==> config.mk <==
export PLATFORM = sky130hd
export DESIGN_NAME = rtd_divider
export DESIGN_NICKNAME = d
export VERILOG_FILES = /design/src/design/rtd_pkg.sv /design/src/design/rtd_divider.sv
export SDC_FILE = /design/constraint.sdc
export NUM_CORES = 1
export LEC_CHECK = 0
export BUFFER_PORTS_ARGS = -buffer_cell sky130_fd_sc_hd__buf_2
export CAP_MARGIN = 20
export CELL_PAD_IN_SITES_DETAIL_PLACEMENT = 1
export CELL_PAD_IN_SITES_GLOBAL_PLACEMENT = 2
export CORE_UTILIZATION = 45
export DETAILED_ROUTE_END_ITERATION = 6
export GPL_TIMING_DRIVEN = 0
export PLACE_DENSITY_LB_ADDON = 0.1
export SYNTH_ARGS = -nofsm -noshare
export SYNTH_HDL_FRONTEND = slang
export SYNTH_SLANG_ARGS = --single-unit
==> constraint.sdc <==
create_clock -name clock -period 3.35 [get_ports clock]
set_input_delay 0.5025 -clock clock [delete_from_list [all_inputs] [get_ports clock]]
set_output_delay 0.5025 -clock clock [all_outputs]
set_load 0.1 [all_outputs]
==> src/design/rtd_pkg.sv <==
// Shared constants, tag type and PT100 resistance ROM for the RTD converter.
package rtd_pkg;

   localparam int ROM_SIZE              = 105;
   localparam int MIN_DEGREE            = -42;
   localparam int TABLE_ENTRIES_DEFAULT = 105;
   localparam int FRACTION_BITS_DEFAULT = 8;
   localparam int RES_W                 = 16;
   localparam int TEMP_W                = 15;
   localparam int DEG_W                 = 9;
   localparam int ROM_IDX_W             = 8;

   // sideband that rides along the divider pipeline
   typedef struct packed {
      logic                    out_of_range;
      logic signed [DEG_W-1:0] degree;
   } tag_type;

   // PT100 resistance in 0.01 ohm, one entry per degree from -42 C
   function automatic logic [RES_W-1:0] rom_centiohm(input logic [ROM_IDX_W-1:0] idx);
      case (idx)
         8'd0:   return 16'd8348;  8'd1:   return 16'd8388;  8'd2:   return 16'd8427;
         8'd3:   return 16'd8467;  8'd4:   return 16'd8506;  8'd5:   return 16'd8546;
         8'd6:   return 16'd8585;  8'd7:   return 16'd8625;  8'd8:   return 16'd8664;
         8'd9:   return 16'd8704;  8'd10:  return 16'd8743;  8'd11:  return 16'd8783;
         8'd12:  return 16'd8822;  8'd13:  return 16'd8862;  8'd14:  return 16'd8901;
         8'd15:  return 16'd8940;  8'd16:  return 16'd8980;  8'd17:  return 16'd9019;
         8'd18:  return 16'd9059;  8'd19:  return 16'd9098;  8'd20:  return 16'd9137;
         8'd21:  return 16'd9177;  8'd22:  return 16'd9216;  8'd23:  return 16'd9255;
         8'd24:  return 16'd9295;  8'd25:  return 16'd9334;  8'd26:  return 16'd9373;
         8'd27:  return 16'd9412;  8'd28:  return 16'd9452;  8'd29:  return 16'd9491;
         8'd30:  return 16'd9530;  8'd31:  return 16'd9569;  8'd32:  return 16'd9609;
         8'd33:  return 16'd9648;  8'd34:  return 16'd9687;  8'd35:  return 16'd9726;
         8'd36:  return 16'd9765;  8'd37:  return 16'd9804;  8'd38:  return 16'd9844;
         8'd39:  return 16'd9883;  8'd40:  return 16'd9922;  8'd41:  return 16'd9961;
         8'd42:  return 16'd10000; 8'd43:  return 16'd10039; 8'd44:  return 16'd10078;
         8'd45:  return 16'd10117; 8'd46:  return 16'd10156; 8'd47:  return 16'd10195;
         8'd48:  return 16'd10234; 8'd49:  return 16'd10273; 8'd50:  return 16'd10312;
         8'd51:  return 16'd10351; 8'd52:  return 16'd10390; 8'd53:  return 16'd10429;
         8'd54:  return 16'd10468; 8'd55:  return 16'd10507; 8'd56:  return 16'd10546;
         8'd57:  return 16'd10585; 8'd58:  return 16'd10624; 8'd59:  return 16'd10663;
         8'd60:  return 16'd10702; 8'd61:  return 16'd10740; 8'd62:  return 16'd10779;
         8'd63:  return 16'd10818; 8'd64:  return 16'd10857; 8'd65:  return 16'd10896;
         8'd66:  return 16'd10935; 8'd67:  return 16'd10973; 8'd68:  return 16'd11012;
         8'd69:  return 16'd11051; 8'd70:  return 16'd11090; 8'd71:  return 16'd11129;
         8'd72:  return 16'd11167; 8'd73:  return 16'd11206; 8'd74:  return 16'd11245;
         8'd75:  return 16'd11283; 8'd76:  return 16'd11322; 8'd77:  return 16'd11361;
         8'd78:  return 16'd11400; 8'd79:  return 16'd11438; 8'd80:  return 16'd11477;
         8'd81:  return 16'd11515; 8'd82:  return 16'd11554; 8'd83:  return 16'd11593;
         8'd84:  return 16'd11631; 8'd85:  return 16'd11670; 8'd86:  return 16'd11708;
         8'd87:  return 16'd11747; 8'd88:  return 16'd11786; 8'd89:  return 16'd11824;
         8'd90:  return 16'd11863; 8'd91:  return 16'd11901; 8'd92:  return 16'd11940;
         8'd93:  return 16'd11978; 8'd94:  return 16'd12017; 8'd95:  return 16'd12055;
         8'd96:  return 16'd12094; 8'd97:  return 16'd12132; 8'd98:  return 16'd12171;
         8'd99:  return 16'd12209; 8'd100: return 16'd12247; 8'd101: return 16'd12286;
         8'd102: return 16'd12324; 8'd103: return 16'd12363; 8'd104: return 16'd12401;
         default: return 16'd0;
      endcase
   endfunction

endpackage

==> src/design/rtd_divider.sv <==
// Pipelined restoring divider, one quotient bit per stage, for the segment fraction.
module rtd_divider #(
   parameter int FRACTION_BITS = rtd_pkg::FRACTION_BITS_DEFAULT
) (
   input  logic                        clock,
   input  logic                        reset,
   input  logic                        advance,
   input  logic                        in_valid,
   input  rtd_pkg::tag_type            in_tag,
   input  logic [rtd_pkg::RES_W-1:0]   in_num,   // never above in_den
   input  logic [rtd_pkg::RES_W-1:0]   in_den,
   output logic                        out_valid,
   output rtd_pkg::tag_type            out_tag,
   output logic [FRACTION_BITS:0]      out_quot
);

   localparam int RW = rtd_pkg::RES_W;
   localparam int QW = FRACTION_BITS + 1;

   logic                  valid_ff [0:FRACTION_BITS];
   rtd_pkg::tag_type      tag_ff   [0:FRACTION_BITS];
   logic [RW-1:0]         rem_ff   [0:FRACTION_BITS];
   logic [RW-1:0]         den_ff   [0:FRACTION_BITS];
   logic [QW-1:0]         quot_ff  [0:FRACTION_BITS];

   logic                  top_hit;

   // numerator never exceeds the divisor, so the top bit is an equality test
   assign top_hit = (in_num == in_den);

   always_ff @(posedge clock) begin
      if (reset) begin
         valid_ff[0] <= 1'b0;
      end else if (advance) begin
         valid_ff[0] <= in_valid;
      end
      if (advance) begin
         tag_ff[0]  <= in_tag;
         den_ff[0]  <= in_den;
         rem_ff[0]  <= top_hit ? '0 : in_num;
         quot_ff[0] <= QW'(top_hit);
      end
   end

   for (genvar k = 1; k <= FRACTION_BITS; k++) begin : g_step
      logic [RW:0]   shifted;
      logic          ge;
      logic [RW:0]   diff;

      always_comb begin
         shifted = {rem_ff[k-1], 1'b0};
         ge      = (shifted >= {1'b0, den_ff[k-1]});
         diff    = shifted - {1'b0, den_ff[k-1]};
      end

      always_ff @(posedge clock) begin
         if (reset) begin
            valid_ff[k] <= 1'b0;
         end else if (advance) begin
            valid_ff[k] <= valid_ff[k-1];
         end
         if (advance) begin
            tag_ff[k]  <= tag_ff[k-1];
            den_ff[k]  <= den_ff[k-1];
            rem_ff[k]  <= ge ? diff[RW-1:0] : shifted[RW-1:0];
            quot_ff[k] <= (quot_ff[k-1] << 1) | QW'(ge);
         end
      end
   end

   assign out_valid = valid_ff[FRACTION_BITS];
   assign out_tag   = tag_ff[FRACTION_BITS];
   assign out_quot  = quot_ff[FRACTION_BITS];

endmodule

### Yosys cells after proc, flatten, opt, wreduce, memory -nomap -nowiden

Memories as Yosys holds them, arrays and structs flattened.
Index checks and enable logic that the tools add are counted.
Widths: inputs -> output; s select.

* bits in registers: 0
* latch bits: 0
* memory bits (writable): 468
* ROM bits: 0
* input port bits: 46
* output and inout bits: 20
* logic and storage cells: 63
* memories: 5

Memory list
* den_ff: words 9, width 16, read ports 8, clocked after memory_dff 0, write ports 9, line rtd_divider.sv:23 `logic [RW-1:0] den_ff [0:FRACTION_BITS];`
* rem_ff: words 9, width 16, read ports 8, clocked after memory_dff 0, write ports 9, line rtd_divider.sv:22 `logic [RW-1:0] rem_ff [0:FRACTION_BITS];`
* tag_ff: words 9, width 10, read ports 9, clocked after memory_dff 0, write ports 9, line rtd_divider.sv:21 `rtd_pkg::tag_type tag_ff [0:FRACTION_BITS];`
* quot_ff: words 9, width 9, read ports 9, clocked after memory_dff 0, write ports 9, line rtd_divider.sv:24 `logic [QW-1:0] quot_ff [0:FRACTION_BITS];`
* valid_ff: words 9, width 1, read ports 9, clocked after memory_dff 0, write ports 9, line rtd_divider.sv:20 `logic valid_ff [0:FRACTION_BITS];`

* add/sub/neg operators: 8
* multiply operators: 0
* div/mod/pow operators: 0
* order comparisons: 8
* eq/ne operators: 1
* shifts and indexed selects: 0
* mux-type cells: 24
* bitwise gates (word level): 17
* reduce and logical (&&, ||, !) cells: 0

Operator list (number)
* $mux 16: 9
* $ge 17x16->1: 8
* $sub 16x16->16: 8
* $or 9x1->9: 8
* $eq 16x16->1: 1
* $mux 1: 15
* $or 1x1->1: 9

### Longest topological paths before layout

Gate-level depths: netlist of the first run.

* word-level depth: 4
* depth in mapped cells: 12

### Worst setup path after synthesis of the first run

No wires, ideal clock.

* kind: reg-to-reg
* start: memory den_ff[0][65] (netlist name)
* end: memory rem_ff[0][87] (netlist name) (data pin)
* arrival: 2400 ps
* required time: 3088 ps
* path slack: 688 ps
* cell stages (with the launch flop): 12
* clock period less this slack: 2662 ps
* cells stage by stage: edfxtp_1 > inv_1 > ha_1 > nor2b_1 > o31a_1 > o31ai_2 > nor4_1 > nor3_1 > a21o_1 > buf_4 > buf_6 > mux2_1

RTL lines (line)
* start: declaration: rtd_divider.sv:23
* end: declaration: rtd_divider.sv:22

==> results of run 1 <==
## cell families (layout without fill, tap and decap cells)
| group | Yosys count | after routing | synth area share |
|---|---|---|---|
| and+or+nand+nor | 305 | 305 | 0.0769 |
| xor gates and xnor gates | 82 | 82 | 0.0360 |
| buffers and inverters | 191 | 344 | 0.0400 |
| muxes | 63 | 63 | 0.0351 |
| adders and majority gates | 134 | 134 | 0.0866 |
| AOI/OAI and AO/OA | 365 | 365 | 0.124 |
| DFF | 400 | 400 | 0.602 |
## worst reg2reg max path, stage by stage (launching register included)
cell                       delay (ps)
sky130_fd_sc_hd__edfxtp_1         400
sky130_fd_sc_hd__ha_1             300
sky130_fd_sc_hd__clkbuf_1         250
sky130_fd_sc_hd__nand3_1          270
sky130_fd_sc_hd__nor4_1           830
sky130_fd_sc_hd__a21oi_1          200
sky130_fd_sc_hd__a21boi_4         230
sky130_fd_sc_hd__clkbuf_2         270
sky130_fd_sc_hd__nand2_1          110
sky130_fd_sc_hd__o21ai_0           80
## power breakdown
group | switching (mW) | leakage (nW) | internal, mW
sequential | 0.454 | 3.93 | 6.84
combinational | 3.94 | 4.28 | 2.98
clock | 1.95 | 0.668 | 2.77
## through the flow
stage	hold WS [ps]	util
detailed placement	405	0.486
floorplan	400	-
finish	104	0.520
global placement	400	0.484
global route	79.3	0.520
CTS	68.0	0.519
## area by class of cell
class,instances,share of cell area
Clock buffer,52,0.0510
Timing Repair Buffer,73,0.0202
Inverter,157,0.0261
Sequential cell,400,0.532
Clock inverter,28,0.0115
Buffer,34,0.00936
Tap cell,585,0.0324
Multi-Input combinational cell,949,0.318
## sequential cells by signal, summed over array words and instances, names as in the netlist
signal and cells:
den_ff 128, rem_ff 128, tag_ff 90, quot_ff 45, valid_ff 9
## worst min-delay path by stage
| stage | from | to | slack (ps) | cells after the start |
|---|---|---|---|---|
| finish | in_tag[8] | tag_ff[0][8]$_DFFE_PP_ | 100 | 1 |
| detailed placement | tag_ff[0][64]$_DFFE_PP_ | tag_ff[0][74]$_DFFE_PP_ | 410 | 0 |
| floorplan | quot_ff[0][0]$_DFFE_PP_ | quot_ff[0][10]$_DFFE_PP_ | 400 | 0 |
| CTS | in_tag[0] | tag_ff[0][0]$_DFFE_PP_ | 70 | 1 |
| global placement | tag_ff[0][35]$_DFFE_PP_ | tag_ff[0][45]$_DFFE_PP_ | 400 | 0 |
| global route | in_tag[8] | tag_ff[0][8]$_DFFE_PP_ | 80 | 1 |
## metal layers
| layer | up-vias | share of wire | track usage |
|---|---|---|---|
| met5 | - | 0 | 0 |
| met4 | 0 | 0.037 | 0.0856 |
| met1 | 5857 | 0.36 | 0.169 |
| met2 | 144 | 0.58 | 0.372 |
| met3 | 77 | 0.024 | 0.0259 |
| li1 | 5946 | - | - |
## cell usage in the layout, fill, tap and decap left out, types with 8 or more instances in the layout
master,instances
sky130_fd_sc_hd__a211oi_1,14
sky130_fd_sc_hd__o21ai_1,12
sky130_fd_sc_hd__inv_1,155
sky130_fd_sc_hd__and2_1,33
sky130_fd_sc_hd__and3_1,8
sky130_fd_sc_hd__o21a_1,23
sky130_fd_sc_hd__edfxtp_1,400
sky130_fd_sc_hd__nor2b_1,25
sky130_fd_sc_hd__o31a_1,13
sky130_fd_sc_hd__buf_2,67
sky130_fd_sc_hd__clkbuf_1,17
sky130_fd_sc_hd__o31ai_1,13
sky130_fd_sc_hd__o311ai_0,8
sky130_fd_sc_hd__a21boi_0,9
sky130_fd_sc_hd__buf_4,19
sky130_fd_sc_hd__ha_1,127
sky130_fd_sc_hd__o21bai_1,9
sky130_fd_sc_hd__o211ai_1,15
sky130_fd_sc_hd__nand2b_1,19
sky130_fd_sc_hd__mux2_2,35
sky130_fd_sc_hd__nor3_1,20
sky130_fd_sc_hd__nand2_1,78
sky130_fd_sc_hd__clkinvlp_4,8
sky130_fd_sc_hd__nand4_1,11
sky130_fd_sc_hd__xnor2_1,36
sky130_fd_sc_hd__a21oi_1,90
sky130_fd_sc_hd__a21o_1,27
sky130_fd_sc_hd__a31oi_1,13
sky130_fd_sc_hd__clkbuf_16,45
sky130_fd_sc_hd__nand3_1,20
sky130_fd_sc_hd__mux2_1,21
sky130_fd_sc_hd__nor2_1,61
sky130_fd_sc_hd__o21ai_0,74
sky130_fd_sc_hd__xor2_1,46
## repair_timing
action / CTS / global route
setup endpoints to repair: 7 / 25
hold buffers: 0 / 0
setup buffers: 0 / 5
pin swaps: 0 / 1
resized for setup: 3 / 4
endpoints found under the hold margin: 0 / 0
==> qor.txt, run 1 <==
post-placement worst setup slack - -59.2 ps
min setup slack post-route - 144 ps
Most used DFF post-synth - sky130_fd_sc_hd__edfxtp_1
maximum clock frequency - 312 MHz
Slew headroom - 0.367
number of DRC markers in iteration 0 - 364
final total negative setup slack - 0 ps
post-synthesis register bit count - 400
Power, Total - 18.9 mW
area share of the largest cell type after synthesis - 0.602
x dimension of the die - 213 um
number of antenna violations at the first check in global routing - 0
IO Count - 66
CTS H-tree depth - 2
Final setup viols - 0
top-count cell post-synth - sky130_fd_sc_hd__edfxtp_1
clk_lat worst skew - 570 ps
number of CTS-inserted buffers - 44
maximum fanout along the worst path - 10
Worst setup SP type - flip-flop
required time of the critical path - 3650 ps
vertical extent of the die - 213 um
total number of cells along the worst setup path - 9
part of the Yosys area used for sequential elements - 0.602
half-perimeter wire length of the detailed placement result - 29800 um
sort of element at the end of the critical path - flip-flop
most frequent cells after synthesis - sky130_fd_sc_hd__edfxtp_1, sky130_fd_sc_hd__inv_1, sky130_fd_sc_hd__ha_1
wire length of the first global-routing pass - 63300 um
minimum clock period - 3210 ps
fin nets - 1839
total routing resource utilization after global routing - 0.180
async set-or-reset flop fraction in the synthesized netlist - 0
dpl cell area - 21100 um2
Max Clock Skew - 19.2 ps
Synth area leaders - sky130_fd_sc_hd__edfxtp_1, sky130_fd_sc_hd__ha_1, sky130_fd_sc_hd__inv_1
post-synth top area cell - sky130_fd_sc_hd__edfxtp_1
Reg area - 12000 um2
global route overflow - 0
buffers from clock root to sink, at most - 3
clock sink count - 400
max-capacitance violation count - 0
Syn Nets - 1720
number of filler instances in the final layout - 4445
routed wire length per instance - 17.3 um
CP arrival - 3500 ps
share of cells above drive strength 1 - 0.132
Gate Count Post-Synth - 1540
max-slew violation count - 0
port bufs - 65
power density of the placed cells - 838 nW/um2
library cell contributing the largest single delay on the critical path - sky130_fd_sc_hd__nor4_1
number of non-filler instances in the completed layout - 2278
final hold violation count - 0
final worst-path cycle share - 0.957
clock root buffer - sky130_fd_sc_hd__clkbuf_16
DR DRC count - 0
die area - 45200 um2
termination of the worst setup path - rem_ff[0][55]$_DFFE_PP_
number of distinct library cell variants in the gate-level netlist after synthesis - 72
start-to-end type of the worst setup path - reg -> reg
total non-filler cell area in the finished layout - 22600 um2
ordered list of cells on the worst path - ha_1 > clkbuf_1 > nand3_1 > nor4_1 > a21oi_1 > a21boi_4 > clkbuf_2 > nand2_1 > o21ai_0
placeable core region - 43500 um2
Multi-input gate area - 7190 um2
yosys warns - 0
Mapped Area - 20000 um2
destination of the worst register-to-register timing path - rem_ff[0][55]$_DFFE_PP_
layout overhead on the synthesized area - 13.2%
family with the most delay on the worst path - simple AND/OR/NAND/NOR gates
worst hold path type - in -> reg
clock transition at the registers of the reported paths - 60 ps
detail-routed via count per cell - 5.28
internal reg-to-reg setup slack - 140 ps
slew at the pin closest to its max-slew limit - 940 ps
R2R cell count - 9
antenna-violating nets left - 0
worst r2r src - rem_ff[0][41]$_DFFE_PP_
cell count after placement - 2193
maximum number of pins on one net before global-route repair - 138
CTS tree - built
number of core rows - 76
slowest cell delay on critical path - 830 ps
detailed-routing iteration count for the pre-antenna-repair pass - 4
total via count in the routed design - 12000
Crit path buffers/inverters - 2
vias in the first global route - 12900
Avg Cell Area, Syn - 13.0 um2
Post-synth EDFFs - 400
status - completed
final estimated routing congestion in global placement - 0.837
unrepaired setup endpoints after global routing - no
Antenna Diode Count - 0
standby leakage power - 8.88 nW
Peak VDD IR - 0.000503 V
wirelength, routed - 39400 um
Initial Util - 0.459
CP startpoint - rem_ff[0][41]$_DFFE_PP_
Power figures use the tool's default switching activity.
==> run 2: changes to the inputs <==
- RECOVER_POWER: default -> 100
==> qor.txt, run 2 (synthesized netlist as in run 1, its figures left out) <==
total routed wire length on the met1 layer - 14500 um (was 14300 um)
Switching Share - 0.335 (about the same)
required time of the critical path - 3660 ps (was 3650 ps)
Max Clock Skew - 18.7 ps (was 19.2 ps)
global route overflow - 0 (unchanged)
detail-routed via count per cell - 5.27 (was 5.28)
CTS tree - built (unchanged)
max-capacitance violation count - 0 (unchanged)
family with the most delay on the worst path - simple AND/OR/NAND/NOR gates (unchanged)
number of antenna violations at the first check in global routing - 0 (unchanged)
Worst setup SP type - flip-flop (unchanged)
wire length of the first global-routing pass - 63300 um (unchanged)
destination of the worst register-to-register timing path - rem_ff[0][59]$_DFFE_PP_ (was rem_ff[0][55]$_DFFE_PP_)
Hold Path Stages - 1 (unchanged)
start-to-end type of the worst setup path - reg -> reg (unchanged)
die area - 45200 um2 (unchanged)
port bufs - 65 (unchanged)
clk_lat worst skew - 570 ps (about the same)
final total negative setup slack - 0 ps (unchanged)
power share of the sequential group - 0.386 (was 0.385)
utilization after layout - 0.518 (was 0.520)
status - completed (unchanged)
share of total power in the clock network - 0.250 (was 0.249)
sort of element at the end of the critical path - flip-flop (unchanged)
switching power of the nets - 6.33 mW (was 6.34 mW)
slew at the pin closest to its max-slew limit - 1470 ps (was 940 ps)
ordered list of cells on the worst path - ha_1 > clkbuf_1 > nand3_1 > nor4_1 > a21oi_1 > a21boi_4 > inv_1 > mux2_1 (was ha_1 > clkbuf_1 > nand3_1 > nor4_1 > a21oi_1 > a21boi_4 > clkbuf_2 > nand2_1 > o21ai_0)
Power, Total - 18.9 mW (about the same)
DR DRC count - 0 (unchanged)
Initial Util - 0.459 (unchanged)
maximum clock frequency - 308 MHz (was 312 MHz)
internal power - 12.6 mW (about the same)
proportion of power drawn by combinational gates - 0.364 (was 0.365)
slowest cell delay on critical path - 850 ps (was 830 ps)
hold buffer count at cts - 0 (unchanged)
commonest non-fill, non-tap cells in the layout - sky130_fd_sc_hd__edfxtp_1, sky130_fd_sc_hd__inv_1, sky130_fd_sc_hd__ha_1 (unchanged)
number of non-filler instances in the completed layout - 2278 (unchanged)
clock root buffer - sky130_fd_sc_hd__clkbuf_16 (unchanged)
share of cells above drive strength 1 - 0.108 (was 0.132)
worst min-delay path endpoint - tag_ff[0][8]$_DFFE_PP_ (unchanged)
fin nets - 1839 (unchanged)
wirelength, routed - 39600 um (was 39400 um)
final worst-path cycle share - 0.971 (was 0.957)
clock sink count - 400 (unchanged)
detailed-routing iteration count for the pre-antenna-repair pass - 4 (unchanged)
number of core rows - 76 (unchanged)
number of filler instances in the final layout - 4462 (was 4445)
max-slew violation count - 0 (unchanged)
internal reg-to-reg setup slack - 100 ps (was 140 ps)
final estimated routing congestion in global placement - 0.837 (unchanged)
half-perimeter wire length of the detailed placement result - 29800 um (unchanged)
CP arrival - 3560 ps (was 3500 ps)
minimum clock period - 3250 ps (was 3210 ps)
R2R cell count - 8 (was 9)
routed wire length per instance - 17.4 um (was 17.3 um)
Peak VDD IR - 0.000503 V (about the same)
maximum fanout along the worst path - 10 (unchanged)
clock transition at the registers of the reported paths - 60 ps (about the same)
number of CTS-inserted buffers - 44 (unchanged)
buffers from clock root to sink, at most - 3 (unchanged)
vias in the first global route - 12900 (unchanged)
met3 layer wire length in the routed design - 945 um (was 952 um)
hold path startpoint - in_tag[8] (unchanged)
IO Count - 66 (unchanged)
layout overhead on the synthesized area - 12.8% (was 13.2%)
standby leakage power - 8.75 nW (was 8.88 nW)
worst hold-check slack - 107 ps (was 104 ps)
most common cell after layout, fill and taps aside - sky130_fd_sc_hd__edfxtp_1 (unchanged)
placeable core region - 43500 um2 (unchanged)
library cell contributing the largest single delay on the critical path - sky130_fd_sc_hd__nor4_1 (unchanged)
x dimension of the die - 213 um (unchanged)
Slew headroom - 0.0182 (was 0.367)
final hold violation count - 0 (unchanged)
CTS H-tree depth - 2 (unchanged)
power density of the placed cells - 839 nW/um2 (was 838 nW/um2)
unrepaired setup endpoints after global routing - no (unchanged)
Final setup viols - 0 (unchanged)
maximum number of pins on one net before global-route repair - 138 (unchanged)
worst r2r src - rem_ff[0][41]$_DFFE_PP_ (unchanged)
top layer in use - met4 (unchanged)
total via count in the routed design - 12000 (about the same)
Antenna Diode Count - 0 (unchanged)
Top Registers - den_ff: 128 flops, rem_ff: 128 flops, tag_ff: 90 flops (unchanged)
antenna-violating nets left - 0 (unchanged)
total routing resource utilization after global routing - 0.180 (unchanged)
number of DRC markers in iteration 0 - 386 (was 364)
cell count after placement - 2193 (unchanged)
total met2 wirelength after detailed routing - 22700 um (about the same)
worst hold path type - in -> reg (unchanged)
vertical extent of the die - 213 um (unchanged)
Crit path buffers/inverters - 2 (unchanged)
==> run 2: cell type report <==
type                    count  area [um2]  share of cell area
flip-flops and latches    400       12000               0.534
multi-input cells         949        7180               0.319
clock buffers              52        1150              0.0512
well taps                 585         732              0.0325
inverters                 157         589              0.0262
repair buffers             73         383              0.0170
clock inverters            28         259              0.0115
plain buffers              34         209             0.00928
==> run 2: per-stage QoR <==
stage / cell area (um2) / worst slack (ps)
after floorplan: 20000 / 688
after global placement: 21000 / -4170
after detailed placement: 21100 / -59.2
after CTS: 22500 / 37.9
after global routing: 22500 / 14.5
final: 22500 / 98.3
==> run 2: worst register-to-register path, stage by stage, from the launching register on <==
cell and delay, ps:
sky130_fd_sc_hd__edfxtp_1 400, sky130_fd_sc_hd__ha_1 300, sky130_fd_sc_hd__clkbuf_1 250, sky130_fd_sc_hd__nand3_1 270, sky130_fd_sc_hd__nor4_1 850, sky130_fd_sc_hd__a21oi_1 200
sky130_fd_sc_hd__a21boi_4 230, sky130_fd_sc_hd__inv_1 160, sky130_fd_sc_hd__mux2_1 340
==> run 2: metal layers <==
layer,track usage,vias up
li1,-,5944
met2,0.372,137
met5,0,-
met1,0.169,5846
met4,0.0856,0
met3,0.0259,78
==> run 2: power groups by stage <==
stage / sequential [mW] / combinational [mW] / clock (mW)
floorplan: 7.32 / 5.06 / 0
global placement: 7.42 / 6.69 / 0
detailed placement: 7.40 / 6.86 / 0
CTS: 7.30 / 6.93 / 4.88
global route: 7.40 / 7.66 / 5.02
finish: 7.30 / 6.88 / 4.71
==> run 2: worst max path at each step <==
stage                            start                         to  slack, ps  depth (start not counted)
2_1_floorplan  den_ff[0][65]$_DFFE_PP_    rem_ff[0][87]$_DFFE_PP_        690                         11
3_3_place_gp                   advance  valid_ff[8]$_SDFFCE_PN0P_      -4170                          2
4_1_cts        rem_ff[0][91]$_DFFE_PP_   rem_ff[0][106]$_DFFE_PP_         40                          9
3_5_place_dp   den_ff[0][33]$_DFFE_PP_    rem_ff[0][60]$_DFFE_PP_        -60                          9
5_1_grt        rem_ff[0][87]$_DFFE_PP_   rem_ff[0][106]$_DFFE_PP_         10                          9
6_report       rem_ff[0][41]$_DFFE_PP_    rem_ff[0][59]$_DFFE_PP_        100                          8
==> run 2: what timing repair did <==
| action | CTS | global route |
|---|---|---|
| hold endpoints to repair | 0 | 0 |
| buffers inserted | 0 | 5 |
| gates resized for setup | 3 | 4 |
| endpoints found under the setup margin | 7 | 25 |
| pin swaps | 0 | 1 |
